`config.mk`:
```
export PLATFORM = sky130hd
export DESIGN_NAME = lvn_blend
export DESIGN_NICKNAME = d
export VERILOG_FILES = /design/src/design/assert_macros.svh /design/src/design/lvn_pkg.sv /design/src/design/lvn_blend.sv
export SDC_FILE = /design/constraint.sdc
export NUM_CORES = 2
export LEC_CHECK = 0
export BUFFER_PORTS_ARGS = -buffer_cell sky130_fd_sc_hd__buf_4
export CAP_MARGIN = 40
export CELL_PAD_IN_SITES_DETAIL_PLACEMENT = 1
export CELL_PAD_IN_SITES_GLOBAL_PLACEMENT = 2
export CORE_ASPECT_RATIO = 1.5
export CORE_MARGIN = 2
export CORE_UTILIZATION = 43
export CTS_CLUSTER_DIAMETER = 30
export DETAILED_ROUTE_END_ITERATION = 10
export PLACE_DENSITY = 0.88
export SLEW_MARGIN = 20
export SYNTH_ARGS = -nofsm -noshare
export SYNTH_HDL_FRONTEND = slang
export SYNTH_SLANG_ARGS = --single-unit
```
`constraint.sdc`:
```
create_clock -name clock -period 11.3 [get_ports clock]
set_clock_uncertainty 0.15 [all_clocks]
set_input_delay 1.695 -clock clock [delete_from_list [all_inputs] [get_ports clock]]
set_output_delay 1.695 -clock clock [all_outputs]
set_load 0.02 [all_outputs]
```
`src/design/assert_macros.svh`:
```
// Assertion macros used by the lattice value noise core top level.
// They expect signals named clock and reset in the including module.
`ifndef ASSERT_MACROS_SVH
`define ASSERT_MACROS_SVH

// Checks that the consequent holds whenever the antecedent holds.
`define ASSERT_IMPLIES(label, ante, cons, msg) \
   label: assert property (@(posedge clock) disable iff (reset) (ante) |-> (cons)) \
      else $error(msg);

// Checks that a condition never holds.
`define ASSERT_NEVER(label, cond, msg) \
   label: assert property (@(posedge clock) disable iff (reset) !(cond)) \
      else $error(msg);

`endif

```
`src/design/lvn_pkg.sv`:
```
// Package for the lattice value noise core: widths, kind codes and prime table.
// No dependencies; used by every module of the block.
package lvn_pkg;

   localparam int FRAC_BITS_DEF = 16;
   localparam int COORD_W = 32;
   localparam int IDX_W = 32;
   localparam int T_W = 31;
   localparam int W_W = 34;
   localparam int Q_BITS = 30;
   localparam int HASH_W = 30;
   localparam int L1_W = 36;
   localparam int OUT_W = 38;
   localparam int KIND_W = 3;
   localparam int PSEL_W = 3;
   localparam int MIX_SHIFT = 13;

   localparam logic [IDX_W-1:0] ROW_STRIDE = 32'd51;

   localparam logic [KIND_W-1:0] KIND_1D_LIN    = 3'd0;
   localparam logic [KIND_W-1:0] KIND_1D_SMOOTH = 3'd1;
   localparam logic [KIND_W-1:0] KIND_2D_LIN    = 3'd2;
   localparam logic [KIND_W-1:0] KIND_2D_SMOOTH = 3'd3;
   localparam logic [KIND_W-1:0] KIND_RAW_1D    = 3'd4;
   localparam logic [KIND_W-1:0] KIND_RAW_2D    = 3'd5;

   typedef struct packed {
      logic [31:0] p0;
      logic [31:0] p1;
      logic [31:0] p2;
   } prime_type;

   typedef struct packed {
      logic                   valid;
      logic [KIND_W-1:0]      kind;
      logic signed [T_W-1:0]  tx;
      logic signed [T_W-1:0]  ty;
      logic [IDX_W-1:0]       idx;
   } front_type;

   function automatic prime_type prime_lookup(input logic [PSEL_W-1:0] sel);
      prime_type p;
      case (sel)
         3'd0: p = '{32'd15731, 32'd789221, 32'd1376312589};
         3'd1: p = '{32'd16097, 32'd788089, 32'd1370008667};
         3'd2: p = '{32'd16921, 32'd788089, 32'd1370008667};
         3'd3: p = '{32'd15373, 32'd784411, 32'd1379991589};
         default: p = '{32'd15661, 32'd787939, 32'd1378991399};
      endcase
      return p;
   endfunction

   function automatic logic is_noise_2d(input logic [KIND_W-1:0] kind);
      return (kind == KIND_2D_LIN) || (kind == KIND_2D_SMOOTH);
   endfunction

   function automatic logic is_noise(input logic [KIND_W-1:0] kind);
      return (kind == KIND_1D_LIN) || (kind == KIND_1D_SMOOTH) || is_noise_2d(kind);
   endfunction

   function automatic logic is_raw(input logic [KIND_W-1:0] kind);
      return (kind == KIND_RAW_1D) || (kind == KIND_RAW_2D);
   endfunction

endpackage

```
`src/design/lvn_blend.sv`:
```
// Blend a + floor(w * (b - a) / 2^30) with an exact floor, over three
// stages: difference, product, shift and add. Depends on lvn_pkg.
module lvn_blend #(
   parameter int IN_W = 32,
   parameter int OUT_W = 36
) (
   input  logic                               clock,
   input  logic signed [IN_W-1:0]             a,
   input  logic signed [IN_W-1:0]             b,
   input  logic signed [lvn_pkg::W_W-1:0]     w,
   output logic signed [OUT_W-1:0]            r
);

   localparam int D_W = IN_W + 1;
   localparam int P_W = D_W + lvn_pkg::W_W;

   logic signed [D_W-1:0]           d1_ff;
   logic signed [IN_W-1:0]          a1_ff;
   logic signed [IN_W-1:0]          a2_ff;
   logic signed [lvn_pkg::W_W-1:0]  w1_ff;
   logic signed [P_W-1:0]           p2_ff;
   logic signed [P_W-1:0]           p_shift;
   logic signed [OUT_W-1:0]         r_ff;

   assign p_shift = p2_ff >>> lvn_pkg::Q_BITS;

   always_ff @(posedge clock) begin
      d1_ff <= D_W'(b) - D_W'(a);
      a1_ff <= a;
      w1_ff <= w;
      p2_ff <= P_W'(d1_ff) * P_W'(w1_ff);
      a2_ff <= a1_ff;
      r_ff <= OUT_W'(a2_ff) + p_shift[OUT_W-1:0];
   end

   assign r = r_ff;

endmodule

```
==> results_dict.tcl <==
set metrics [dict create \
    synthFlopType "dfxtp_1" \
    htreeDepth 2 \
    endpoint_kind "flop" \
    grt_pass1_wl_um 218000 \
    ys_ff_latch 203 \
    start_util 0.433 \
    synth_edf_count 0 \
    drc 0 \
    yosys.area.top_type "fa_1" \
    ys_types 65 \
    syn2layout_area_growth_pct 9.68 \
    crit_type "flop to flop" \
    hpwl_um 115000 \
    cts_hold_buf 0 \
    pin_count 135 \
    grt.overflow.total 0 \
    wirelength_um 137000 \
    cts_setup_buffers 0 \
    synth_area_leaders "fa_1 51%, inv_1 9.6%, dfxtp_1 8.9%" \
    slew_headroom 0.411 \
    grtUsageTotal 0.263 \
    clock-sinks 203 \
    layoutNonFillerInstCount 6274 \
    ys_seq_area_frac 0.0889 \
    timing.final.ws_setup_ns 2.12 \
    place_congestion 0.861 \
    dpl.cell_count 6182 \
    ys_warn_count 0 \
    cts_buffer_depth 3 \
    outcome "complete, no violations" \
    grt_max_degree 35 \
    pre_cts_ws_ns 2.08 \
    via_per_inst 5.15 \
    cts_resized 0 \
    final_cell_mix "1168 x inv_1, 1168 x fa_1, 582 x nand2_1" \
    grt_pass1_vias 39400 \
    antenna_found_initial 0 \
    cp-start-kind "flop" \
    portBuffers 134 \
    whs_path_depth 0 \
    rr_worst_depth 26 \
    cts_buffers 44 \
    hold_path.class "flop to flop" \
    setup_viol 0 \
    nets 6376 \
    synth_fp_nets 6329 \
    maxCapViolCount 0 \
    synth_top_area_frac 0.511 \
    die_y_um 403 \
    async_flop_share 0 \
    fmax_mhz 109 \
    clk_latency_ns 0.62 \
    tightest_slew_ns 0.884 \
    syn_inst 4784 \
    crit_arrival_ns 9.58 \
    drt-wirelength-per-cell_um 21.8 \
    grt_setup_unrepaired "false" \
    drive_gt1_frac 0.0686 \
    period_needed_ns 9.18 \
    clkTransAtPathRegs_ns 0.05 \
    die_x_um 270 \
    slew_violations 0 \
    synth.avg_cell_area_um2 9.56 \
    firstDrtPassIters 5 \
    required_ns 11.70 \
    cts_tree "built" \
    syn_area_um2 45700 \
    fin_crit_sh 0.812 \
    fin_util 0.475 \
    std_cell_rows 146 \
    num_vias 32300 \
    core_area_um2 106000 \
    cts_root_buf "clkbuf_16" \
    drt-initial-drc-count 1268 \
    setup-tns-final_ns 0 \
    final_hold_viol_count 0 \
    antenna_left 0 \
    die_area_um2 109000 \
    cp_max_fo 18 \
]
-- synth_stat cells (all sizes together) (3+ instances only) --
cell type and number:
nor2 84, inv 1168, nor2b 11, fa 1168
and3 8, o21bai 10, o21a 18, or3 9
nand2 582, a2111oi 4, a211o 6, nor3 19
o31a 4, and4 3, dfxtp 203, nand4 13
clkbuf 209, buf 3, xor2 29, and2 563
or2 3, a31o 4, a21o 29, nand2b 19
o21ai 57, a21oi 108, a31oi 4, nand3 23
xnor2 84, o211ai 14, ha 278, o31ai 5
a211oi 9
-- critical path, cell delays in order, from the launching register on --
cell      delay [ns]
dfxtp_1         0.82
nand2_1         0.20
inv_1           0.17
fa_1            0.49
fa_1            0.61
fa_1            0.92
inv_1           0.26
fa_1            0.54
inv_1           0.06
fa_1            0.48
fa_1            0.52
fa_1            0.49
inv_1           0.05
fa_1            0.47
inv_1           0.04
ha_1            0.34
a21oi_1         0.19
nor2b_1         0.06
o21ai_0         0.18
o211ai_1        0.11
a21oi_1         0.18
o221ai_1        0.19
buf_4           0.20
a21oi_1         0.62
a21oi_1         0.29
nor4b_1         0.33
a211o_1         0.14
-- final timing paths --
kind	start	end	slack [ns]
worst max register to register	w1_ff[33]	p2_ff[63]	2.12
worst min-delay path	a1_ff[1]	a2_ff[1]	0.17
worst max-delay path	w1_ff[33]	p2_ff[63]	2.12
worst min register to register	a1_ff[1]	a2_ff[1]	0.17
-- logic make-up (layout without fill, tap and decap cells) --
family | after synthesis | after routing | share of synthesized area
AO/OA/AOI/OAI | 291 | 291 | 0.0405
XOR/XNOR | 113 | 113 | 0.0216
adder cells (fa/ha/maj) | 1446 | 1446 | 0.587
buffers and inverters | 1380 | 1463 | 0.113
flip-flops | 203 | 203 | 0.0889
multiplexers | 2 | 2 | 0.000438
other | 0 | 1 | 0
AND/OR/NAND/NOR | 1349 | 1349 | 0.148
-- sequential cells by signal, indices dropped and copies added (netlist names) --
| register | cells |
|---|---|
| d1_ff | 33 |
| a1_ff | 32 |
| a2_ff | 32 |
| r | 36 |
| w1_ff | 34 |
| p2_ff | 36 |
-- area by class of cell --
cell class,count,area [um2]
multi-input cells,3201,36500
inverters,1168,4380
flip-flops and latches,203,4090
clock inverters,33,435
repair buffers,213,1830
clock buffers,49,1170
well taps,1406,1760
diodes,1,2.50
fillers,12200,55400
-- layer usage --
layer | part of all wire | wire length (um) | vias to the layer above | global-route usage
li1 | - | - | 13900 | -
met1 | 0.32 | 43600 | 17200 | 0.255
met2 | 0.57 | 78300 | 766 | 0.516
met3 | 0.028 | 3800 | 449 | 0.0246
met4 | 0.083 | 11300 | 0 | 0.181
met5 | 0 | 0 | - | 0
-- metrics by stage --
step           hold WS [ns]  area [um2]
2_1_floorplan         0.160       45700
3_3_place_gp          0.161       48200
3_5_place_dp          0.163       48400
4_1_cts               0.177       50000
5_1_grt               0.179       50200
6_report              0.175       50200
Power is not shown: default switching activity piles up to over one toggle a cycle in this logic, so the estimate is an artifact.
