**src/design/assert_macros.svh**
```systemverilog
// Assertion macros used by the lattice value noise core top level.
// They expect signals named clock and reset in the including module.
`ifndef ASSERT_MACROS_SVH
`define ASSERT_MACROS_SVH

// Checks that the consequent holds whenever the antecedent holds.
`define ASSERT_IMPLIES(label, ante, cons, msg) \
   label: assert property (@(posedge clock) disable iff (reset) (ante) |-> (cons)) \
      else $error(msg);

// Checks that a condition never holds.
`define ASSERT_NEVER(label, cond, msg) \
   label: assert property (@(posedge clock) disable iff (reset) !(cond)) \
      else $error(msg);

`endif

```
**src/design/lvn_pkg.sv**
```systemverilog
// Package for the lattice value noise core: widths, kind codes and prime table.
// No dependencies; used by every module of the block.
package lvn_pkg;

   localparam int FRAC_BITS_DEF = 16;
   localparam int COORD_W = 32;
   localparam int IDX_W = 32;
   localparam int T_W = 31;
   localparam int W_W = 34;
   localparam int Q_BITS = 30;
   localparam int HASH_W = 30;
   localparam int L1_W = 36;
   localparam int OUT_W = 38;
   localparam int KIND_W = 3;
   localparam int PSEL_W = 3;
   localparam int MIX_SHIFT = 13;

   localparam logic [IDX_W-1:0] ROW_STRIDE = 32'd51;

   localparam logic [KIND_W-1:0] KIND_1D_LIN    = 3'd0;
   localparam logic [KIND_W-1:0] KIND_1D_SMOOTH = 3'd1;
   localparam logic [KIND_W-1:0] KIND_2D_LIN    = 3'd2;
   localparam logic [KIND_W-1:0] KIND_2D_SMOOTH = 3'd3;
   localparam logic [KIND_W-1:0] KIND_RAW_1D    = 3'd4;
   localparam logic [KIND_W-1:0] KIND_RAW_2D    = 3'd5;

   typedef struct packed {
      logic [31:0] p0;
      logic [31:0] p1;
      logic [31:0] p2;
   } prime_type;

   typedef struct packed {
      logic                   valid;
      logic [KIND_W-1:0]      kind;
      logic signed [T_W-1:0]  tx;
      logic signed [T_W-1:0]  ty;
      logic [IDX_W-1:0]       idx;
   } front_type;

   function automatic prime_type prime_lookup(input logic [PSEL_W-1:0] sel);
      prime_type p;
      case (sel)
         3'd0: p = '{32'd15731, 32'd789221, 32'd1376312589};
         3'd1: p = '{32'd16097, 32'd788089, 32'd1370008667};
         3'd2: p = '{32'd16921, 32'd788089, 32'd1370008667};
         3'd3: p = '{32'd15373, 32'd784411, 32'd1379991589};
         default: p = '{32'd15661, 32'd787939, 32'd1378991399};
      endcase
      return p;
   endfunction

   function automatic logic is_noise_2d(input logic [KIND_W-1:0] kind);
      return (kind == KIND_2D_LIN) || (kind == KIND_2D_SMOOTH);
   endfunction

   function automatic logic is_noise(input logic [KIND_W-1:0] kind);
      return (kind == KIND_1D_LIN) || (kind == KIND_1D_SMOOTH) || is_noise_2d(kind);
   endfunction

   function automatic logic is_raw(input logic [KIND_W-1:0] kind);
      return (kind == KIND_RAW_1D) || (kind == KIND_RAW_2D);
   endfunction

endpackage

```
**src/design/lvn_hash_lane.sv**
```systemverilog
// One lattice hash lane: shift-xor mix and cubic prime polynomial over
// four register stages, 32-bit wrap. Depends on lvn_pkg.
module lvn_hash_lane (
   input  logic                            clock,
   input  logic [lvn_pkg::IDX_W-1:0]       idx,
   input  logic [lvn_pkg::PSEL_W-1:0]      prime_set,
   output logic [lvn_pkg::HASH_W-1:0]      hash
);

   localparam int IW = lvn_pkg::IDX_W;

   lvn_pkg::prime_type   primes;
   logic [IW-1:0]        t1_ff;
   logic [IW-1:0]        t2_ff;
   logic [IW-1:0]        t3_ff;
   logic [IW-1:0]        tt2_ff;
   logic [IW-1:0]        m3_ff;
   logic [IW-1:0]        h_in;
   logic [lvn_pkg::HASH_W-1:0] hash_ff;

   assign primes = lvn_pkg::prime_lookup(prime_set);
   assign h_in = IW'(t3_ff * m3_ff) + primes.p2;

   always_ff @(posedge clock) begin
      t1_ff <= (idx << lvn_pkg::MIX_SHIFT) ^ idx;
      tt2_ff <= IW'(t1_ff * t1_ff);
      t2_ff <= t1_ff;
      m3_ff <= IW'(tt2_ff * primes.p0) + primes.p1;
      t3_ff <= t2_ff;
      hash_ff <= h_in[lvn_pkg::HASH_W-1:0];
   end

   assign hash = hash_ff;

endmodule

```
**config.mk**
```make
export PLATFORM = sky130hd
export DESIGN_NAME = lvn_hash_lane
export DESIGN_NICKNAME = d
export VERILOG_FILES = /design/src/design/assert_macros.svh /design/src/design/lvn_pkg.sv /design/src/design/lvn_hash_lane.sv
export SDC_FILE = /design/constraint.sdc
export NUM_CORES = 2
export LEC_CHECK = 0
export ABC_AREA = 0
export BUFFER_PORTS_ARGS = -buffer_cell sky130_fd_sc_hd__clkbuf_2
export CORE_AREA = 2 2 286 288
export CTS_CLUSTER_DIAMETER = 120
export CTS_CLUSTER_SIZE = 8
export DETAILED_ROUTE_END_ITERATION = 10
export DIE_AREA = 0 0 288 290
export GPL_TIMING_DRIVEN = 0
export HOLD_SLACK_MARGIN = 0.12
export PLACE_DENSITY = 0.65
export SYNTH_ARGS = -nofsm -noshare
export SYNTH_HDL_FRONTEND = slang
export SYNTH_SLANG_ARGS = --single-unit
```
**constraint.sdc**
```tcl
create_clock -name clock -period 13 [get_ports clock]
set_input_delay 1.3 -clock clock [delete_from_list [all_inputs] [get_ports clock]]
set_output_delay 1.3 -clock clock [all_outputs]
set_load 0.05 [all_outputs]
```
==> flow_metrics.py <==
metrics = {
    "run_status": {
        "outcome": "complete, no violations",
    },
    "sta": {
        "rsz0062_at_grt": "false",
        "post-route-period-util_pct": 74.8,
        "finClkSkew_ps": 28.8,
        "hold_viol_final": 0,
        "fin_crit_ps": 9730,
        "setup_ws_ps": 3270,
        "max_freq_mhz": 103,
        "worst_pin_slew_ps": 1220,
        "maxSlewViolCount": 0,
        "setup_tns_ps": 0,
        "setup_viol": 0,
        "timing.slew.headroom_pct": 18.5,
    },
    "placed_design": {
        "post-place-ws_ps": 2970,
        "gp_congestion": 1.02,
        "dp_hpwl_mm": 92.2,
        "io_buffers": 63,
    },
    "setup_path": {
        "critPathKind": "in -> reg",
        "slowest_stage": "clkbuf_1",
        "r2r-end": "tt2_ff[29]",
        "worstPathArrival_ps": 10150,
        "setup.worst_path.end_class": "flop",
        "cpMostUsedCell": "fa_1",
        "critPathLaunchType": "input port",
        "startpoint": "prime_set[2]",
        "crit_fanout": 11,
        "rrSetupSlack_ps": 4250,
        "critPathMaxStageDelay_ps": 830,
        "crit_end": "m3_ff[28]",
        "crit_required_ps": 13420,
        "timing.rr.start": "t1_ff[11]",
        "r2r_cells": 25,
    },
    "clocking": {
        "clk_pin_slew_ps": 70,
        "cts_resized": 0,
        "post_cts_buffers": 0,
        "cts_root_buf": "clkbuf_16",
        "clk_latency_ps": 510,
        "tritoncts": "built",
        "cts_buffers": 17,
        "clock_sinks": 178,
        "htreeDepth": 4,
        "clockBufferDepth": 2,
        "hold_buffers": 0,
    },
    "global_route": {
        "overflow": 0,
        "antenna_found_initial": 2,
        "grt_pass1_vias": 30600,
        "busiest_layer": "met2",
        "use_met1_pct": 37.2,
        "met3_usage_pct": 4.24,
        "grt_max_degree": 20,
        "grt_util_met2_pct": 45.5,
        "grt_pass1_wl_mm": 175,
        "grt_usage_pct": 27.9,
    },
    "job": {
        "max_cap_violations": 0,
    },
    "cells_and_area": {
        "drive_above_1_share_pct": 2.75,
        "multi_input_area_mm2": 0.0318,
        "nNetsFinal": 5636,
        "utilization_pct": 52.8,
        "final_common_cell": "inv_1",
        "area_delta_synth_final_pct": 5.71,
        "seq_area_mm2": 0.00356,
        "final_cell_mix": "1098 x inv_1, 965 x fa_1, 536 x nand2_1",
        "fillers": 7451,
    },
    "synthesis": {
        "postSynthAreaPerCell_um2": 9.48,
        "synth-seq-area-share_pct": 8.90,
        "yosysUniqueCellTypes": 59,
        "synth_edf_count": 0,
        "syn_area_mm2": 0.0400,
        "synth-main-ff-cell": "dfxtp_1",
        "synth_seq_cells": 178,
        "synth_warnings": 0,
        "synth_cells": 4223,
        "async_flop_share_pct": 0,
    },
    "detailed_routing": {
        "drcViolationCount": 0,
        "viasPerCell": 5.18,
        "vias": 27900,
        "routedWlPerCell_um": 20.4,
        "antenna_left": 0,
        "drt-pass1-iter-count": 5,
        "drt-total-wl_mm": 110,
        "dr.first_iter.drc_count": 2147,
    },
    "die": {
        "die_area_mm2": 0.0835,
        "start_util_pct": 49.9,
        "core_mm2": 0.0802,
        "ios": 66,
        "num_rows": 104,
        "chipWidth_um": 288,
        "die_y_um": 290,
    },
    "worst_hold_path": {
        "holdPathStages": 0,
        "hold_class": "reg -> reg",
    },
}
## layer usage
metal | routed length [um] | share of wire [%] | vias to the layer above
met3 | 8360 | 7.6 | 240
met2 | 51900 | 47 | 1084
met5 | 0 | 0 | -
li1 | - | - | 12300
met1 | 44200 | 40 | 14300
met4 | 5320 | 4.8 | 0
## worst min-delay path by stage
stage,from,to,slack (ps)
5_1_grt,t2_ff[4],t3_ff[4],330
6_report,t2_ff[29],t3_ff[29],330
3_5_place_dp,t2_ff[5],t3_ff[5],310
2_1_floorplan,t1_ff[29],t2_ff[29],310
4_1_cts,t2_ff[22],t3_ff[22],330
3_3_place_gp,t2_ff[21],t3_ff[21],310
## worst max-delay path: cells and delay by family
| kind | cells | cell delay (ps) |
|---|---|---|
| buffers and inverters | 8 | 2210 |
| AND/OR/NAND/NOR | 6 | 1910 |
| adder cells (fa/ha/maj) | 7 | 3370 |
| AO/OA/AOI/OAI | 6 | 1210 |
| XOR/XNOR | 1 | 120 |
## flip-flops by register name, indices dropped and copies added (netlist names)
| name | flops |
|---|---|
| t1_ff | 30 |
| hash | 30 |
| m3_ff | 30 |
| t3_ff | 30 |
| t2_ff | 29 |
| tt2_ff | 29 |
## synthesized netlist by cell type (14+ instances only)
| cell | instances | area share (%) |
|---|---|---|
| and2_1 | 362 | 5.7 |
| a21o_1 | 34 | 0.64 |
| ha_1 | 323 | 10 |
| xnor2_1 | 146 | 3.2 |
| o21ai_0 | 26 | 0.33 |
| dfxtp_1 | 178 | 8.9 |
| o21bai_1 | 14 | 0.26 |
| inv_1 | 1098 | 10 |
| clkbuf_1 | 157 | 1.5 |
| fa_1 | 965 | 48 |
| xor2_1 | 56 | 1.2 |
| nand3_1 | 19 | 0.24 |
| o21a_1 | 16 | 0.30 |
| nor2_1 | 88 | 0.83 |
| nand2_1 | 536 | 5.0 |
| a21oi_1 | 71 | 0.89 |
| nor3_1 | 17 | 0.21 |
## cell families after synthesis
family | count (synthesis) | synth area share (%)
xor gates and xnor gates | 202 | 4.42
buffers and inverters | 1260 | 11.8
AOI/OAI and AO/OA | 216 | 3.61
DFF | 178 | 8.90
other | 2 | 0.0188
and+or+nand+nor | 1076 | 12.8
muxes | 1 | 0.0250
adders and majority gates | 1288 | 58.4
## cell type report
cell class,instances,area share [%]
Clock inverter,15,0.447
Clock buffer,17,1.01
Timing Repair Buffer,63,0.745
Antenna cell,1,0.00592
Tap cell,1060,3.14
Inverter,1099,9.75
Sequential cell,178,8.42
Multi-Input combinational cell,2792,75.1
Buffer,161,1.43
## metrics by stage
stage,hold WS [ps],std cells,cell area (um2)
after floorplan,310,4230,40000
after global placement,310,5353,41700
after detailed placement,312,5353,41700
after CTS,329,5385,42300
after global routing,333,5385,42300
final,328,5386,42300
Power is not shown: default switching activity piles up to over one toggle a cycle in this logic, so the estimate is an artifact.
