--- config.mk ---
export PLATFORM = sky130hd
export DESIGN_NAME = lvn_weight
export DESIGN_NICKNAME = d
export VERILOG_FILES = /design/src/design/assert_macros.svh /design/src/design/lvn_pkg.sv /design/src/design/lvn_weight.sv
export SDC_FILE = /design/constraint.sdc
export NUM_CORES = 2
export LEC_CHECK = 0
export BUFFER_PORTS_ARGS = -buffer_cell sky130_fd_sc_hd__buf_2
export CORE_MARGIN = 2
export CORE_UTILIZATION = 61
export CTS_BUF_LIST = sky130_fd_sc_hd__clkbuf_4 sky130_fd_sc_hd__clkbuf_8
export DETAILED_ROUTE_END_ITERATION = 8
export GPL_TIMING_DRIVEN = 0
export PLACE_DENSITY_LB_ADDON = 0.1
export SYNTH_ARGS = -nofsm -noshare
export SYNTH_HDL_FRONTEND = slang
export SYNTH_SLANG_ARGS = --single-unit
--- constraint.sdc ---
create_clock -name clock -period 7.5 [get_ports clock]
set_input_delay 0.75 -clock clock [delete_from_list [all_inputs] [get_ports clock]]
set_output_delay 0.75 -clock clock [all_outputs]
set_load 0.02 [all_outputs]
--- src/design/assert_macros.svh ---
// Assertion macros used by the lattice value noise core top level.
// They expect signals named clock and reset in the including module.
`ifndef ASSERT_MACROS_SVH
`define ASSERT_MACROS_SVH

// Checks that the consequent holds whenever the antecedent holds.
`define ASSERT_IMPLIES(label, ante, cons, msg) \
   label: assert property (@(posedge clock) disable iff (reset) (ante) |-> (cons)) \
      else $error(msg);

// Checks that a condition never holds.
`define ASSERT_NEVER(label, cond, msg) \
   label: assert property (@(posedge clock) disable iff (reset) !(cond)) \
      else $error(msg);

`endif

--- src/design/lvn_pkg.sv ---
// Package for the lattice value noise core: widths, kind codes and prime table.
// No dependencies; used by every module of the block.
package lvn_pkg;

   localparam int FRAC_BITS_DEF = 16;
   localparam int COORD_W = 32;
   localparam int IDX_W = 32;
   localparam int T_W = 31;
   localparam int W_W = 34;
   localparam int Q_BITS = 30;
   localparam int HASH_W = 30;
   localparam int L1_W = 36;
   localparam int OUT_W = 38;
   localparam int KIND_W = 3;
   localparam int PSEL_W = 3;
   localparam int MIX_SHIFT = 13;

   localparam logic [IDX_W-1:0] ROW_STRIDE = 32'd51;

   localparam logic [KIND_W-1:0] KIND_1D_LIN    = 3'd0;
   localparam logic [KIND_W-1:0] KIND_1D_SMOOTH = 3'd1;
   localparam logic [KIND_W-1:0] KIND_2D_LIN    = 3'd2;
   localparam logic [KIND_W-1:0] KIND_2D_SMOOTH = 3'd3;
   localparam logic [KIND_W-1:0] KIND_RAW_1D    = 3'd4;
   localparam logic [KIND_W-1:0] KIND_RAW_2D    = 3'd5;

   typedef struct packed {
      logic [31:0] p0;
      logic [31:0] p1;
      logic [31:0] p2;
   } prime_type;

   typedef struct packed {
      logic                   valid;
      logic [KIND_W-1:0]      kind;
      logic signed [T_W-1:0]  tx;
      logic signed [T_W-1:0]  ty;
      logic [IDX_W-1:0]       idx;
   } front_type;

   function automatic prime_type prime_lookup(input logic [PSEL_W-1:0] sel);
      prime_type p;
      case (sel)
         3'd0: p = '{32'd15731, 32'd789221, 32'd1376312589};
         3'd1: p = '{32'd16097, 32'd788089, 32'd1370008667};
         3'd2: p = '{32'd16921, 32'd788089, 32'd1370008667};
         3'd3: p = '{32'd15373, 32'd784411, 32'd1379991589};
         default: p = '{32'd15661, 32'd787939, 32'd1378991399};
      endcase
      return p;
   endfunction

   function automatic logic is_noise_2d(input logic [KIND_W-1:0] kind);
      return (kind == KIND_2D_LIN) || (kind == KIND_2D_SMOOTH);
   endfunction

   function automatic logic is_noise(input logic [KIND_W-1:0] kind);
      return (kind == KIND_1D_LIN) || (kind == KIND_1D_SMOOTH) || is_noise_2d(kind);
   endfunction

   function automatic logic is_raw(input logic [KIND_W-1:0] kind);
      return (kind == KIND_RAW_1D) || (kind == KIND_RAW_2D);
   endfunction

endpackage

--- src/design/lvn_weight.sv ---
// Interpolation weight: linear passes the Q.30 fraction through, smoothstep
// forms 3t^2 - 2t^3 in Q.30 over four stages. Depends on lvn_pkg.
module lvn_weight (
   input  logic                               clock,
   input  logic signed [lvn_pkg::T_W-1:0]     t,
   input  logic                               smooth,
   output logic signed [lvn_pkg::W_W-1:0]     w
);

   localparam int TW = lvn_pkg::T_W;
   localparam int WW = lvn_pkg::W_W;
   localparam int Q = lvn_pkg::Q_BITS;
   localparam int SQ_W = 2 * TW;
   localparam int U_W = Q + 3;
   localparam int P_W = Q + U_W;
   localparam logic signed [WW-1:0] THREE_Q = WW'(3) << Q;

   logic signed [SQ_W-1:0]  tsq;
   logic signed [SQ_W-1:0]  tsq1_ff;
   logic signed [TW-1:0]    t1_ff;
   logic signed [TW-1:0]    t2_ff;
   logic signed [TW-1:0]    t3_ff;
   logic                    sm1_ff;
   logic                    sm2_ff;
   logic                    sm3_ff;
   logic [Q-1:0]            sq2_ff;
   logic [U_W-1:0]          u2_ff;
   logic signed [WW-1:0]    u_in;
   logic [P_W-1:0]          prod3_ff;
   logic signed [WW-1:0]    w_ff;

   assign tsq = SQ_W'(t) * SQ_W'(t);
   assign u_in = THREE_Q - (WW'(t1_ff) <<< 1);

   always_ff @(posedge clock) begin
      tsq1_ff <= tsq;
      t1_ff <= t;
      sm1_ff <= smooth;
      sq2_ff <= tsq1_ff[2*Q-1:Q];
      u2_ff <= u_in[U_W-1:0];
      t2_ff <= t1_ff;
      sm2_ff <= sm1_ff;
      prod3_ff <= P_W'(sq2_ff) * P_W'(u2_ff);
      t3_ff <= t2_ff;
      sm3_ff <= sm2_ff;
      if (sm3_ff) begin
         w_ff <= WW'({1'b0, prod3_ff[P_W-1:Q]});
      end else begin
         w_ff <= WW'(t3_ff);
      end
   end

   assign w = w_ff;

endmodule

==> metrics list <==
* Detailed Place HPWL: 173.0 mm
- Leaving out fill and tap cells, the most frequent cells in the layout are 1,835 x sky130_fd_sc_hd__inv_1, 1,674 x sky130_fd_sc_hd__fa_1, 837 x sky130_fd_sc_hd__nand2_1.
- The number of max-slew violations in the final report came to 0.
- Effective utilization at floorplan: around 62%
- Commonest register cell after synthesis: sky130_fd_sc_hd__dfxtp_1
* Timing-limited maximum frequency: 126.6 MHz
- CTS tree: yes
- Proportion of synthesized flip-flops having asynchronous set or reset: 0%
- Ports: 67
- For this run, design rule violations remaining after detail routing come to 9.
- Post-Synthesis Net Count: 8,913
- Layout area overhead: 15.73%
* Required time of the critical path: 8.04 ns
- Via/cell ratio: 5.670
- # rows: 119
- Summing the sequential cell areas from Yosys gives 7.834% of the chip area.
- RSZ-0062 raised after global routing: yes
- After clock tree synthesis, the clock-pin slew on the worst setup and hold paths is around 0.06 ns.
- Placed inst area: just under 70,000 um^2
* Worst setup timing slack at the placement stage: -2.262 ns
* Maximum number of pins on one net before global-route repair: 23
- After synthesis the netlist holds a flip-flop and latch count of between 200 and 300.
- Of the total synthesized cell area, the portion taken by XOR and XNOR cells is about 1.7%.
- STA puts the critical path data arrival time at between 8 and 9 ns.
* Fraction of final layout cells with drive strength greater than 1: 15.56%
* Setup slack of the critical path after layout: -0.3987 ns
* Weighted congestion reported at the end of routability-driven placement: 1.065
- Overall overflow remaining after global route: 0
- Synth Area in Adders: 62.72%
- Clock insertion delay at the later pin of the skew report: ~0.63 ns
- The number of different library cells used by synthesis comes to 68.
- Maximum Capacitance Violations: 0
- Wire length of the first global-routing pass: 327.1 mm
- Final number of hold-violating endpoints: 0
- The filler cells instantiated in the layout total 7,812.
* Post-synth EDFFs: 0
- Fin nets: 9,284
- Worst clock skew on the final layout: roughly 0.041 ns
- Clk Tree Root Cell: sky130_fd_sc_hd__clkbuf_8
* Clock sink count: 254
- After synthesis, the largest family of logic cells by area is adder cells.
- With fillers left out, the area of the finished cells amounts to around 75,000 um^2.
- Measured slew at the worst slew-check pin: 1.173 ns
- Total Die Area: 109,000 um^2
- The worst setup path is of the flip-flop to flip-flop kind.
- Hold repair after CTS inserted 0 buffers.
- The smallest clock period supported by the final layout is computed as about 8 ns.
- The final reports fail on design-rule violations, negative setup slack.
- Via count of the first global-routing pass: roughly 52,000
- In the final layout, flip-flops and latches occupy 5216 um^2.
- Setup violations remaining at the end of the flow were counted as 23.
- Summing over every cut layer, the via total after detailed routing is 48,092.
- Number of antenna violations at the first check in global routing: 17
- Class of the worst hold path: input pin to flip-flop
- Most common cell after layout, fill and taps aside: sky130_fd_sc_hd__inv_1
- In this run the mean area of a mapped cell was just under 10 um^2.
* Violation count after the first detailed-route iteration: 4,564
* Post-synthesis mux area share: 0.5533%
- Setup crit start kind: flip-flop
* Average wire per cell in the routed design: 26.23 um
- The count of buffers added on input and output ports is between 60 and 70.
- Simple-gate area share of the yosys netlist: 12.25%
* Area fraction in compound gates after synthesis: under 10%
- Synthesis produced 6,680 cells.
- Warnings from Yosys: 0
- Count of TritonRoute iterations in the first routing pass: 9
- Final period utilization: 105.3%
- Relative slew slack: between 20% and 30%
- For this run, the total global-route usage over all layers was measured as 41.97%.
- The detail route stage leaves a number of antenna-violating nets equal to 0.
- The number of clock buffers added by TritonCTS is 38.
- The routed design has between 200 and 250 mm of wire.
* Mapped cell area: 64,900 um^2
* Number of buffers on the longest clock path: 3
* Biggest fanout along the worst timing path: 7
* Die Ht: 330.2 um
* Combined area of the multi-input logic cells: 53,220 um^2
* Core area: 105,400 um^2
- STA classifies the critical path endpoint as a flip-flop.
- The die is about 330 um wide.
* H-tree levels: 2
- Run status: complete, but fails checks
[cell type report]
type / count / share of cell area, %
plain buffers: 272 / 4.989
clock buffers: 52 / 0.8945
diodes: 14 / 0.04664
well taps: 1391 / 2.317
clock inverters: 14 / 0.1899
flip-flops and latches: 254 / 6.945
repair buffers: 340 / 4.144
inverters: 1894 / 9.623
multi-input cells: 4251 / 70.85
[timing repair]
| action | in CTS | in global routing |
|---|---|---|
| pin swaps | 113 | 255 |
| gates resized for setup | 901 | 439 |
| setup endpoints to repair | 63 | 39 |
| gates cloned | 3 | 4 |
| buffers inserted | 137 | 130 |
[path summary, 6_finish.rpt]
path | startpoint | end | slack [ns] | depth (start not counted)
setup reg to reg | sq2_ff[13]$_DFF_P_ | prod3_ff[57]$_DFF_P_ | -0.40 | 24
hold / removal | t[17] | t1_ff[17]$_DFF_P_ | 0.27 | 1
setup / recovery | sq2_ff[13]$_DFF_P_ | prod3_ff[57]$_DFF_P_ | -0.40 | 24
hold reg to reg | t2_ff[19]$_DFF_P_ | t3_ff[19]$_DFF_P_ | 0.31 | 0
[flip-flops by register name, summed over array words and instances (netlist names), 30 cells and up]
register	count
w	34
prod3_ff	33
t1_ff	31
t2_ff	31
t3_ff	31
u2_ff	31
sq2_ff	30
tsq1_ff	30
[synth_stat cells, types with 4 or more instances]
cell type	instances	area share [%]
sky130_fd_sc_hd__buf_1	5	0.029
sky130_fd_sc_hd__nand3_1	12	0.093
sky130_fd_sc_hd__or3_1	5	0.048
sky130_fd_sc_hd__mux2_2	31	0.54
sky130_fd_sc_hd__a211oi_1	6	0.069
sky130_fd_sc_hd__nor2b_1	9	0.087
sky130_fd_sc_hd__nand2b_1	15	0.14
sky130_fd_sc_hd__xor2_1	42	0.57
sky130_fd_sc_hd__nand2_1	871	5.0
sky130_fd_sc_hd__or2_2	4	0.039
sky130_fd_sc_hd__inv_1	1887	11
sky130_fd_sc_hd__xnor2_1	85	1.1
sky130_fd_sc_hd__a21o_1	34	0.39
sky130_fd_sc_hd__clkbuf_1	276	1.6
sky130_fd_sc_hd__nor3_1	14	0.11
sky130_fd_sc_hd__and2_1	567	5.5
sky130_fd_sc_hd__clkinv_1	5	0.029
sky130_fd_sc_hd__o21ai_0	34	0.26
sky130_fd_sc_hd__fa_1	1756	54
sky130_fd_sc_hd__nand4_1	20	0.19
sky130_fd_sc_hd__a21oi_1	79	0.61
sky130_fd_sc_hd__nor4_1	11	0.11
sky130_fd_sc_hd__a31oi_1	8	0.077
sky130_fd_sc_hd__and3_1	5	0.048
sky130_fd_sc_hd__dfxtp_1	254	7.8
sky130_fd_sc_hd__ha_1	444	8.6
sky130_fd_sc_hd__o21bai_1	9	0.10
sky130_fd_sc_hd__o21a_1	10	0.12
sky130_fd_sc_hd__o211ai_1	8	0.093
sky130_fd_sc_hd__nor2_1	114	0.66
sky130_fd_sc_hd__a31o_2	5	0.067
[kinds of logic after synthesis]
family	after synthesis
flip-flops	254
AO/OA/AOI/OAI	231
XOR/XNOR	127
multiplexers	32
AND/OR/NAND/NOR	1661
adder cells (fa/ha/maj)	2200
buffers and inverters	2175
[per-stage QoR]
stage | TNS, ns | hold slack [ns] | cells | util, %
2_1_floorplan | 0 | 0.3096 | 6680 | -
3_3_place_gp | -97.79 | 0.3107 | 8137 | 63.76
3_5_place_dp | -98.34 | 0.3121 | 8137 | 63.76
4_1_cts | -1.075 | 0.2801 | 8337 | 68.84
5_1_grt | -6.537 | 0.2441 | 8470 | 71.22
6_report | -4.131 | 0.2701 | 8482 | 71.25
[critical path: stages (launching register included)]
cell and delay, ns:
sky130_fd_sc_hd__dfxtp_4 0.42, sky130_fd_sc_hd__buf_4 0.15, sky130_fd_sc_hd__clkbuf_16 0.15, sky130_fd_sc_hd__buf_4 0.25, sky130_fd_sc_hd__nand2_1 0.12, sky130_fd_sc_hd__fa_1 0.52, sky130_fd_sc_hd__inv_1 0.06, sky130_fd_sc_hd__fa_1 0.52
sky130_fd_sc_hd__fa_1 0.44, sky130_fd_sc_hd__fa_1 0.50, sky130_fd_sc_hd__fa_1 0.57, sky130_fd_sc_hd__fa_1 0.45, sky130_fd_sc_hd__fa_1 0.46, sky130_fd_sc_hd__ha_1 0.28, sky130_fd_sc_hd__ha_1 0.58, sky130_fd_sc_hd__nand2_1 0.20
sky130_fd_sc_hd__nor4_4 0.31, sky130_fd_sc_hd__a221oi_2 0.10, sky130_fd_sc_hd__o21a_2 0.23, sky130_fd_sc_hd__and2_4 0.21, sky130_fd_sc_hd__a211oi_4 0.33, sky130_fd_sc_hd__a41o_4 0.35, sky130_fd_sc_hd__a311o_1 0.21, sky130_fd_sc_hd__a31oi_1 0.11
sky130_fd_sc_hd__xnor2_1 0.22
[layer usage]
| metal | part of all wire, % | global-route usage (%) | vias to the layer above |
|---|---|---|---|
| met5 | 0.033 | 0 | - |
| met4 | 8.2 | 25.72 | 10 |
| met3 | 12 | 11.69 | 871 |
| met2 | 45 | 64.96 | 2996 |
| met1 | 35 | 52.73 | 24520 |
| li1 | - | - | 19695 |
Power is not shown: default switching activity piles up to over one toggle a cycle in this logic, so the estimate is an artifact.
