**src/design/assert_macros.svh**
```systemverilog
// Assertion macros used by the lattice value noise core top level.
// They expect signals named clock and reset in the including module.
`ifndef ASSERT_MACROS_SVH
`define ASSERT_MACROS_SVH

// Checks that the consequent holds whenever the antecedent holds.
`define ASSERT_IMPLIES(label, ante, cons, msg) \
   label: assert property (@(posedge clock) disable iff (reset) (ante) |-> (cons)) \
      else $error(msg);

// Checks that a condition never holds.
`define ASSERT_NEVER(label, cond, msg) \
   label: assert property (@(posedge clock) disable iff (reset) !(cond)) \
      else $error(msg);

`endif

```
**src/design/lvn_pkg.sv**
```systemverilog
// Package for the lattice value noise core: widths, kind codes and prime table.
// No dependencies; used by every module of the block.
package lvn_pkg;

   localparam int FRAC_BITS_DEF = 16;
   localparam int COORD_W = 32;
   localparam int IDX_W = 32;
   localparam int T_W = 31;
   localparam int W_W = 34;
   localparam int Q_BITS = 30;
   localparam int HASH_W = 30;
   localparam int L1_W = 36;
   localparam int OUT_W = 38;
   localparam int KIND_W = 3;
   localparam int PSEL_W = 3;
   localparam int MIX_SHIFT = 13;

   localparam logic [IDX_W-1:0] ROW_STRIDE = 32'd51;

   localparam logic [KIND_W-1:0] KIND_1D_LIN    = 3'd0;
   localparam logic [KIND_W-1:0] KIND_1D_SMOOTH = 3'd1;
   localparam logic [KIND_W-1:0] KIND_2D_LIN    = 3'd2;
   localparam logic [KIND_W-1:0] KIND_2D_SMOOTH = 3'd3;
   localparam logic [KIND_W-1:0] KIND_RAW_1D    = 3'd4;
   localparam logic [KIND_W-1:0] KIND_RAW_2D    = 3'd5;

   typedef struct packed {
      logic [31:0] p0;
      logic [31:0] p1;
      logic [31:0] p2;
   } prime_type;

   typedef struct packed {
      logic                   valid;
      logic [KIND_W-1:0]      kind;
      logic signed [T_W-1:0]  tx;
      logic signed [T_W-1:0]  ty;
      logic [IDX_W-1:0]       idx;
   } front_type;

   function automatic prime_type prime_lookup(input logic [PSEL_W-1:0] sel);
      prime_type p;
      case (sel)
         3'd0: p = '{32'd15731, 32'd789221, 32'd1376312589};
         3'd1: p = '{32'd16097, 32'd788089, 32'd1370008667};
         3'd2: p = '{32'd16921, 32'd788089, 32'd1370008667};
         3'd3: p = '{32'd15373, 32'd784411, 32'd1379991589};
         default: p = '{32'd15661, 32'd787939, 32'd1378991399};
      endcase
      return p;
   endfunction

   function automatic logic is_noise_2d(input logic [KIND_W-1:0] kind);
      return (kind == KIND_2D_LIN) || (kind == KIND_2D_SMOOTH);
   endfunction

   function automatic logic is_noise(input logic [KIND_W-1:0] kind);
      return (kind == KIND_1D_LIN) || (kind == KIND_1D_SMOOTH) || is_noise_2d(kind);
   endfunction

   function automatic logic is_raw(input logic [KIND_W-1:0] kind);
      return (kind == KIND_RAW_1D) || (kind == KIND_RAW_2D);
   endfunction

endpackage

```
**src/design/lvn_front.sv**
```systemverilog
// Front end: splits the coordinates into integer and Q.30 fraction parts
// and forms the base lattice index. Depends on lvn_pkg.
module lvn_front #(
   parameter int FRAC_BITS = lvn_pkg::FRAC_BITS_DEF
) (
   input  logic                                   clock,
   input  logic                                   reset,
   input  logic                                   in_valid,
   input  logic [lvn_pkg::KIND_W-1:0]             in_kind,
   input  logic signed [lvn_pkg::COORD_W-1:0]     in_x,
   input  logic signed [lvn_pkg::COORD_W-1:0]     in_y,
   output lvn_pkg::front_type                     out_beat
);

   localparam int SHIFT = lvn_pkg::Q_BITS - FRAC_BITS;
   localparam int MAG_W = lvn_pkg::COORD_W + 1;
   localparam int IW = lvn_pkg::IDX_W;
   localparam int TW = lvn_pkg::T_W;

   function automatic logic [IW+TW-1:0] split_coord(input logic signed [lvn_pkg::COORD_W-1:0] s);
      logic [MAG_W-1:0] mag;
      logic [MAG_W-1:0] imag;
      logic [MAG_W-1:0] fmag;
      logic [MAG_W-1:0] fsh;
      logic [IW-1:0]    ipart;
      logic [TW-1:0]    tpart;
      mag = s[lvn_pkg::COORD_W-1] ? (MAG_W'(0) - MAG_W'(s)) : MAG_W'(s);
      imag = mag >> FRAC_BITS;
      fmag = mag & ((MAG_W'(1) << FRAC_BITS) - MAG_W'(1));
      fsh = fmag << SHIFT;
      ipart = s[lvn_pkg::COORD_W-1] ? (IW'(0) - imag[IW-1:0]) : imag[IW-1:0];
      tpart = s[lvn_pkg::COORD_W-1] ? (TW'(0) - fsh[TW-1:0]) : fsh[TW-1:0];
      return {ipart, tpart};
   endfunction

   logic                              valid_a_ff;
   logic [lvn_pkg::KIND_W-1:0]        kind_a_ff;
   logic [IW-1:0]                     ix_a_ff;
   logic [IW-1:0]                     iy_a_ff;
   logic signed [TW-1:0]              tx_a_ff;
   logic signed [TW-1:0]              ty_a_ff;
   logic [IW+TW-1:0]                  split_x;
   logic [IW+TW-1:0]                  split_y;
   logic                              row_mode;
   logic [IW-1:0]                     idx_in;
   lvn_pkg::front_type                beat_ff;

   assign split_x = split_coord(in_x);
   assign split_y = split_coord(in_y);

   always_ff @(posedge clock) begin
      if (reset) begin
         valid_a_ff <= 1'b0;
      end else begin
         valid_a_ff <= in_valid;
      end
      kind_a_ff <= in_kind;
      ix_a_ff <= split_x[IW+TW-1:TW];
      iy_a_ff <= split_y[IW+TW-1:TW];
      tx_a_ff <= split_x[TW-1:0];
      ty_a_ff <= split_y[TW-1:0];
   end

   assign row_mode = lvn_pkg::is_noise_2d(kind_a_ff) || (kind_a_ff == lvn_pkg::KIND_RAW_2D);

   always_comb begin
      idx_in = ix_a_ff;
      if (row_mode) begin
         idx_in = ix_a_ff + IW'(iy_a_ff * lvn_pkg::ROW_STRIDE);
      end
   end

   always_ff @(posedge clock) begin
      if (reset) begin
         beat_ff.valid <= 1'b0;
      end else begin
         beat_ff.valid <= valid_a_ff;
      end
      beat_ff.kind <= kind_a_ff;
      beat_ff.tx <= tx_a_ff;
      beat_ff.ty <= ty_a_ff;
      beat_ff.idx <= idx_in;
   end

   assign out_beat = beat_ff;

endmodule

```
**config.mk**
```make
export PLATFORM = sky130hd
export DESIGN_NAME = lvn_front
export DESIGN_NICKNAME = d
export VERILOG_FILES = /design/src/design/assert_macros.svh /design/src/design/lvn_pkg.sv /design/src/design/lvn_front.sv
export SDC_FILE = /design/constraint.sdc
export NUM_CORES = 1
export LEC_CHECK = 0
export BUFFER_PORTS_ARGS = -buffer_cell sky130_fd_sc_hd__buf_2
export CAP_MARGIN = 20
export CORE_UTILIZATION = 32
export DETAILED_ROUTE_END_ITERATION = 8
export PLACE_DENSITY = 0.58
export SYNTH_ARGS = -nofsm -noshare
export SYNTH_HDL_FRONTEND = slang
export SYNTH_SLANG_ARGS = --single-unit
```
**constraint.sdc**
```tcl
create_clock -name clock -period 6.42 [get_ports clock]
set_clock_uncertainty 0.1 [all_clocks]
set_input_delay 0.642 -clock clock [delete_from_list [all_inputs] [get_ports clock]]
set_output_delay 0.642 -clock clock [all_outputs]
set_load 0.05 [all_outputs]
```
==> results of run 1 <==
[area by class of cell]
cell class	count	area, sq um
clock buffer	18	439.2
multi-input combinational	857	6389
fill	3116	19090
timing repair buffer	144	733.2
sequential	144	2883
inverter	99	371.6
clock inverter	14	187.7
tap	396	495.5
[registers in the layout, indices dropped and copies added, names as in the netlist]
name        flops
iy_a_ff        18
valid_a_ff      1
tx_a_ff        17
kind_a_ff       3
ty_a_ff        17
ix_a_ff        18
out_beat       70
[where the power goes]
| part | leakage, uW | switching [uW] | internal, uW | total [uW] |
|---|---|---|---|---|
| registers | 0.00121 | 57.0 | 1050 | 1110 |
| logic | 0.00361 | 1600 | 956 | 2560 |
| clock network | 0.000310 | 440 | 607 | 1050 |
[synth_stat cells, types with 7 or more instances]
library cell  number
a21o_1            18
nand4_1           12
nand2b_1          12
nor3_1            34
or4_1             12
nand2_1          102
o31ai_1           16
a21oi_1           44
fa_1              38
mux2i_1            8
o41ai_1            7
dfxtp_1          144
and3_1            14
or3_1             14
buf_4             28
nor2_1            49
nand3_1           27
nor2b_1            8
xnor2_1           90
o21ai_0           76
inv_1             99
a211oi_1          10
xor2_1            54
ha_1              76
clkbuf_1          39
nor4_1            14
nor3b_1            7
a31oi_1            8
[layer usage]
layer	up-vias	part of all wire (%)	track usage (%)
met5	-	0.058	0
met4	2	2.0	5.226
met3	33	4.0	3.112
met2	171	48	24.05
met1	3801	46	18.68
li1	4144	-	-
[cell families after synthesis]
family          Yosys count  share of synthesized area, %
compound gates          229                         14.82
xor+xnor                145                         12.82
fa+ha+maj               114                         17.18
buf+inv                 178                         8.110
flops                   144                         28.93
mux                      13                         1.368
other cells               1                       0.03763
simple gates            328                         16.75
[path summary, 6_finish.rpt]
path	from	endpoint	slack [ns]	cells after the start
worst max-delay path	iy_a_ff[6]$_DFF_P_	out_beat[22]$_DFF_P_	1.39	16
worst min-delay path	in_kind[2]	kind_a_ff[2]$_DFF_P_	0.21	1
worst max register to register	iy_a_ff[6]$_DFF_P_	out_beat[22]$_DFF_P_	1.39	16
worst min register to register	ty_a_ff[25]$_DFF_P_	out_beat[57]$_DFF_P_	0.23	0
[stage by stage]
stage | power (uW) | util [%] | worst slack [ns] | std cells | area (sq um)
after floorplan | 3168 | - | 1.850 | 1179 | 10070
after global placement | 3675 | 35.54 | 1.443 | 1640 | 10870
after detailed placement | 3693 | 35.54 | 1.347 | 1640 | 10870
after CTS | 4768 | 37.59 | 1.369 | 1672 | 11500
after global routing | 5136 | 37.59 | 0.9698 | 1672 | 11500
final | 4712 | 37.59 | 1.386 | 1672 | 11500
[critical path: cells and delay by family, from the launching register on]
family | cells | cell delay (ns)
adders and majority gates | 5 | 2.04
AOI/OAI and AO/OA | 7 | 2.02
DFF | 1 | 0.34
xor gates and xnor gates | 2 | 0.31
and+or+nand+nor | 1 | 0.06
buffers and inverters | 1 | 0.04
==> impl_metrics.ini, run 1 <==
[clock_tree]
hold_buffers = 0
insertion_delay_ns = 0.43
cts.sinks = 144
clk_path_buf_depth = 2
cts_buffers = 17
cts_setup_buffers = 0
clk_pin_slew_ns = 0.07
ctsResizeCount = 0
tritoncts = built
htree_levels = 4
cts_root_buf = clkbuf_16

[sta]
min_period_ns = 5.034
fmax_ghz = 0.1986
max-slew-margin-rel_pct = 47.83
final_hold_viol_count = 0
slew_viol_final = 0
rsz0062_at_grt = false
fin_crit_sh_pct = 78.42
holdWs_ns = 0.2119
tightest_slew_ns = 0.7754
setup_viol = 0
tns_ns = 0

[global_routing]
grt_pass1_wl_mm = 37.21
antenna_found_initial = 1
grt-ovfl-total = 0
grt_util_all_layers_pct = 14.60
grt_max_degree = 64
grt_pass1_vias = 7747

[floorplan]
core_sq_um = 30590
pin_count = 168
dieArea_sq_um = 31850
die_w_microns = 178.5
die_y_microns = 178.5
num_rows = 64
start_util_pct = 32.58

[yosys]
syn_area_sq_um = 9966
ys_seq_elements = 144
yosys_warnings = 0
synth_top_area_cell = dfxtp_1
synth_top_area_share_pct = 28.93
postSynthAreaPerCell_sq_um = 8.651
synth_top_flop_cell = dfxtp_1
yosysSeqAreaShare_pct = 28.93
yosys-top-cells-area = dfxtp_1, ha_1, xnor2_1
ys_types = 73
synthArstFlopShare_pct = 0
synth_edf_count = 0
syn_inst = 1152

[critical_path]
crit_chain = ha_1 -> fa_1 -> ha_1 -> xnor2_1 -> fa_1 -> inv_1 -> ha_1 -> a211oi_1 -> nor2_1 -> a21oi_1 -> o31ai_1 -> a221oi_1 -> o311ai_0 -> a31oi_1 -> xor2_1 -> o21ai_0
cpMaxStageDelayCell = a221oi_1
critPathMaxStageDelay_ns = 0.61
crit_type = reg -> reg
endpoint_kind = flip-flop
cp_max_fo = 5
worst_path_most_repeated_cell = ha_1
cp.required_ns = 6.62
start_kind = flip-flop
crit_arrival_ns = 5.23

[route]
drt-vias-per-instance = 4.875
drc = 0
wire_per_inst_microns = 13.38
firstDrtPassIters = 5
detail-route-antenna-nets = 0
drt_iter0_markers = 325
totalWireLength_mm = 22.37
vias = 8151

[layout]
final_common_cell = dfxtp_1
drive_above_1_share_pct = 15.75
area_growth_pct = 15.38
fin_nets = 1447
num_antenna_cells = 0
mostFrequentLayoutCells = dfxtp_1, buf_2, nand2_1, inv_1, xnor2_1

[job]
drv_cap = 0

[run_status]
status = completed

[placement]
gp_congestion = 0.8388
io_buffers = 139
hpwl_mm = 17.74

[power]
p_per_area_nw_per_um2 = 409.8
p_leak_uw = 0.005138
peakVddDrop_uv = 267.2

[worst_hold_path]
min_path_type = in -> reg
(Power assumes the default switching activity.)
==> run 2, diff against run 1 <==
==> constraint.sdc (replaced) <==
create_clock -name clock -period 4.85 [get_ports clock]
set_clock_uncertainty 0.1 [all_clocks]
set_input_delay 0.485 -clock clock [delete_from_list [all_inputs] [get_ports clock]]
set_output_delay 0.485 -clock clock [all_outputs]
set_load 0.05 [all_outputs]
==> run 2 against run 1 <==
Register-to-register slack worse by 1.2 ns. Cell count is 0.66% higher. Maximum frequency is 8.9% higher. Clock power is 32% higher. Sequential power is 32% higher. Worst setup slack worse by 1.2 ns. Final area is 0.90% higher. Die area stayed put. Combinational power is 39% higher. Critical path type unchanged. Largest power group unchanged.
==> impl_metrics.ini, run 2 (synthesis gave the netlist of run 1 again) <==
[clock_tree]
cts.sinks = 144
clk_pin_slew_ns = 0.06
cts_buffers = 17
insertion_delay_ns = 0.44
cts_root_buf = clkbuf_16
hold_buffers = 0
htree_levels = 4
clk_path_buf_depth = 2
tritoncts = built

[worst_hold_path]
min_path_type = in -> reg
hp-start = in_kind[2]
whs_path_depth = 1
holdPathEnd = kind_a_ff[2]$_DFF_P_

[layout]
area_growth_pct = 16.42
fin_nets = 1457
largest_reg_flops = 70
fin_util_pct = 37.93
stdcell_count = 1683
final_common_cell = dfxtp_1
mostFrequentLayoutCells = dfxtp_1, buf_2, nand2_1, inv_1, xnor2_1
drive_above_1_share_pct = 16.95

[placement]
io_buffers = 139
hpwl_mm = 17.98
gp_congestion = 0.8625
dp_cells = 1649

[global_routing]
grt_pass1_vias = 7708
grt_util_all_layers_pct = 14.87
grt_max_degree = 55
grt-ovfl-total = 0
grt_pass1_wl_mm = 37.63
antenna_found_initial = 0

[power]
clock_power_share_pct = 21.7
peakVddDrop_uv = 359.1
comb_power_share_pct = 55.4
p_seq_share_pct = 22.9
power.switching_uw = 2866
p_leak_uw = 0.005173
p_int_uw = 3539
switching_share_pct = 44.75
p_per_area_nw_per_um2 = 552.0

[floorplan]
pin_count = 168
num_rows = 64
die_y_microns = 178.5
die_w_microns = 178.5
dieArea_sq_um = 31850
core_sq_um = 30590
start_util_pct = 32.58

[route]
drt-vias-per-instance = 4.840
drt_iter0_markers = 387
wire_per_inst_microns = 13.56
detail-route-antenna-nets = 0
totalWireLength_mm = 22.82
drc = 0
vias = 8145
firstDrtPassIters = 5

[critical_path]
crit_type = reg -> reg
r2r-start = iy_a_ff[8]$_DFF_P_
crit_arrival_ns = 4.82
cp_max_fo = 4
startpoint = iy_a_ff[8]$_DFF_P_
endpoint_kind = flip-flop
worst-r2r-cell-count = 16
reg2reg_slack_ns = 0.23
cp.required_ns = 5.05
start_kind = flip-flop
r2r_end = out_beat[23]$_DFF_P_

[sta]
tightest_slew_ns = 0.7564
slew_viol_final = 0
min_period_ns = 4.623
max-slew-margin-rel_pct = 49.11
fin_crit_sh_pct = 95.31
final_hold_viol_count = 0
fmax_ghz = 0.2163
setup_viol = 0

[job]
drv_cap = 0

[run_status]
status = completed
[run 2: cell types whose count changed in the layout (fill, tap and decap cells not counted), sizes merged]
cell	before	now
buf	144	154
clkinvlp	0	3
inv	108	106
clkbuf	18	17
diode	0	1
[run 2: layout make-up]
class                   instances  area [sq um]
inverters                      99         371.6
diodes                          1         2.502
fillers                      3137         18990
well taps                     396         495.5
clock buffers                  17         425.4
clock inverters                15         197.7
multi-input cells             857          6419
flip-flops and latches        144          2883
repair buffers                154         808.3
[run 2: how the worst max path moves through the flow]
stage          slack (ns)  cells past startpoint                    to
4_1_cts              0.09                     17  out_beat[30]$_DFF_P_
3_3_place_gp        0.005                     17  out_beat[28]$_DFF_P_
5_1_grt             -0.04                     19  out_beat[23]$_DFF_P_
3_5_place_dp        -0.07                     17  out_beat[30]$_DFF_P_
2_1_floorplan        0.28                     16  out_beat[22]$_DFF_P_
6_report             0.23                     16  out_beat[23]$_DFF_P_
[run 2: what timing repair did]
item	4_1_cts	5_1_grt
pin swaps	0	2
resized for setup	2	8
endpoints found under the setup margin	3	11
cloned	0	0
setup buffers	0	1
[run 2: critical path, stage by stage (launching register included)]
cell	delay (ns)
dfxtp_1	0.37
ha_2	0.32
fa_1	0.45
fa_1	0.50
inv_1	0.05
fa_1	0.49
inv_1	0.04
ha_1	0.34
a21o_1	0.22
a21o_1	0.18
a21o_1	0.19
a21oi_2	0.16
o31a_1	0.21
o21ai_1	0.15
a2111oi_2	0.46
or4_1	0.17
nand3_1	0.08
[run 2: metal layers]
metal | global-route usage, % | share of wire [%] | vias up
met5 | 0 | 0 | -
li1 | - | - | 4160
met3 | 3.495 | 4.4 | 23
met2 | 24.89 | 48 | 148
met1 | 18.66 | 46 | 3814
met4 | 4.873 | 1.5 | 0
[run 2: stage by stage]
step	worst slack (ns)	instance area (sq um)	hold WS [ns]	total power, uW	TNS (ns)
after global routing	-0.03837	11600	0.01938	6953	-0.07336
after global placement	0.005487	10940	0.2111	4934	0
after detailed placement	-0.07032	10940	0.2121	4960	-0.1705
after floorplan	0.2800	10070	0.2096	4194	0
final	0.2273	11600	0.04736	6404	0
after CTS	0.09118	11570	0.02208	6391	0
[run 2: power by group through the flow]
stage                     logic, uW  registers, uW  clock network, uW
after global placement         3440           1500                  0
after detailed placement       3470           1490                  0
after CTS                      3490           1470               1430
final                          3550           1470               1390
after global routing           3980           1490               1480
after floorplan                2210           1980                  0
==> run 3, diff against run 2 <==
--- a/config.mk
+++ b/config.mk
@@ -9,7 +9,9 @@
 export CAP_MARGIN = 20
 export CORE_UTILIZATION = 32
 export DETAILED_ROUTE_END_ITERATION = 8
+export MAX_ROUTING_LAYER = met4
 export PLACE_DENSITY = 0.58
+export RECOVER_POWER = 100
 export SYNTH_ARGS = -nofsm -noshare
 export SYNTH_HDL_FRONTEND = slang
 export SYNTH_SLANG_ARGS = --single-unit
==> run 3 against run 2 <==
Largest cell class unchanged. Cell count did not move. Critical endpoint unchanged. Die area did not move. Routed wire length rose by 0.15%.
==> impl_metrics.ini, run 3 (synthesis gave the netlist of run 1 again) <==
[run_status]
status = completed

[power]
comb_power_share_pct = 55.1
p_leak_uw = 0.004966
p_per_area_nw_per_um2 = 553.6
clock_power_share_pct = 21.8
finalPower_uw = 6364
peakVddDrop_uv = 358.2
power.switching_uw = 2867
p_seq_share_pct = 23.1
p_int_uw = 3497
switching_share_pct = 45.05

[global_routing]
antenna_found_initial = 0
grt_max_degree = 55
grt_pass1_wl_mm = 37.68
grt-ovfl-total = 0
grt_pass1_vias = 7710
grt_util_all_layers_pct = 15.31

[critical_path]
start_kind = flip-flop
cp_max_fo = 4
crit_type = reg -> reg
endpoint_kind = flip-flop
crit_arrival_ns = 4.82
cp.required_ns = 5.04

[clock_tree]
htree_levels = 4
cts.sinks = 144
cts_buffers = 17
clk_pin_slew_ns = 0.06
cts_root_buf = clkbuf_16
insertion_delay_ns = 0.44
tritoncts = built
clk_path_buf_depth = 2

[floorplan]
pin_count = 168
num_rows = 64
core_sq_um = 30590
die_y_microns = 178.5
start_util_pct = 32.58
die_w_microns = 178.5
dieArea_sq_um = 31850

[layout]
largest_reg_flops = 70
area_growth_pct = 15.35
multi_input_area_sq_um = 6407
final_area_sq_um = 11500
fin_nets = 1457
area.sequential_sq_um = 2883
drive_above_1_share_pct = 10.96
fill_cells = 3178
final_common_cell = dfxtp_1
mostFrequentLayoutCells = dfxtp_1, nand2_1, inv_1, xnor2_1, o21ai_0

[route]
drc = 0
vias = 8122
drt-vias-per-instance = 4.826
drt_iter0_markers = 411
wire_per_inst_microns = 13.58
firstDrtPassIters = 5
totalWireLength_mm = 22.85
detail-route-antenna-nets = 0

[worst_hold_path]
min_path_type = in -> reg

[sta]
fmax_ghz = 0.2162
tightest_slew_ns = 0.7550
setup_viol = 0
holdWs_ns = 0.04940
fin_crit_sh_pct = 95.36
min_period_ns = 4.625
max-slew-margin-rel_pct = 49.20
slew_viol_final = 0
final_hold_viol_count = 0

[job]
drv_cap = 0

[placement]
dpl_cell_area_sq_um = 10940
hpwl_mm = 17.98
gp_congestion = 0.8764
io_buffers = 139
==> run 3: final timing paths <==
kind / start / to / slack [ns] / depth (start not counted)
setup / recovery: iy_a_ff[8]$_DFF_P_ / out_beat[23]$_DFF_P_ / 0.22 / 16
hold / removal: in_kind[2] / kind_a_ff[2]$_DFF_P_ / 0.05 / 1
setup reg to reg: iy_a_ff[8]$_DFF_P_ / out_beat[23]$_DFF_P_ / 0.22 / 16
hold reg to reg: tx_a_ff[20]$_DFF_P_ / out_beat[83]$_DFF_P_ / 0.22 / 0
==> run 3: layout make-up <==
cell class              instances  area share [%]
well taps                     396           4.310
repair buffers                154           6.204
inverters                      99           3.232
clock inverters                15           1.720
clock buffers                  17           3.700
flip-flops and latches        144           25.08
diodes                          1         0.02177
multi-input cells             857           55.74
==> run 3: routing by layer <==
| layer | up-vias | global-route usage, % | part of all wire, % | routed length [microns] |
|---|---|---|---|---|
| met3 | 21 | 3.431 | 4.3 | 994 |
| li1 | 4162 | - | - | - |
| met4 | 0 | 4.873 | 1.4 | 319 |
| met1 | 3793 | 18.70 | 47 | 10630 |
| met2 | 146 | 24.92 | 48 | 10910 |
| met5 | - | - | 0 | 0 |
==> run 3: stage by stage <==
step | instances | TNS, ns | util [%] | setup slack [ns]
floorplan | 1179 | 0 | - | 0.2800
global placement | 1649 | 0 | 35.76 | 0.005487
detailed placement | 1649 | -0.1705 | 35.76 | -0.07032
CTS | 1681 | 0 | 37.82 | 0.09118
global route | 1682 | -0.07099 | 37.57 | -0.03782
finish | 1683 | 0 | 37.58 | 0.2248
==> run 3: timing repair <==
| action | CTS | global route |
|---|---|---|
| setup endpoints to repair | 3 | 11 |
| pin swaps | 0 | 2 |
| hold buffers | 0 | 0 |
| setup buffers | 0 | 1 |
| resized for setup | 2 | 8 |
==> run 3: worst max-delay path, cell delays in order (launching register included) <==
cell and delay [ns]:
dfxtp_1 0.37, ha_2 0.32, fa_1 0.45, fa_1 0.50, inv_1 0.05, fa_1 0.49, inv_1 0.04, ha_1 0.34
a21o_1 0.22, a21o_1 0.18, a21o_1 0.19, a21oi_2 0.16, o31a_1 0.21, o21ai_1 0.15, a2111oi_2 0.46, or4_1 0.17
nand3_1 0.08
==> run 3: power by group through the flow <==
stage	logic, uW	registers [uW]	clock network (uW)
finish	3510	1470	1390
global route	3940	1490	1480
CTS	3490	1470	1430
detailed placement	3470	1490	0
global placement	3440	1500	0
floorplan	2210	1980	0
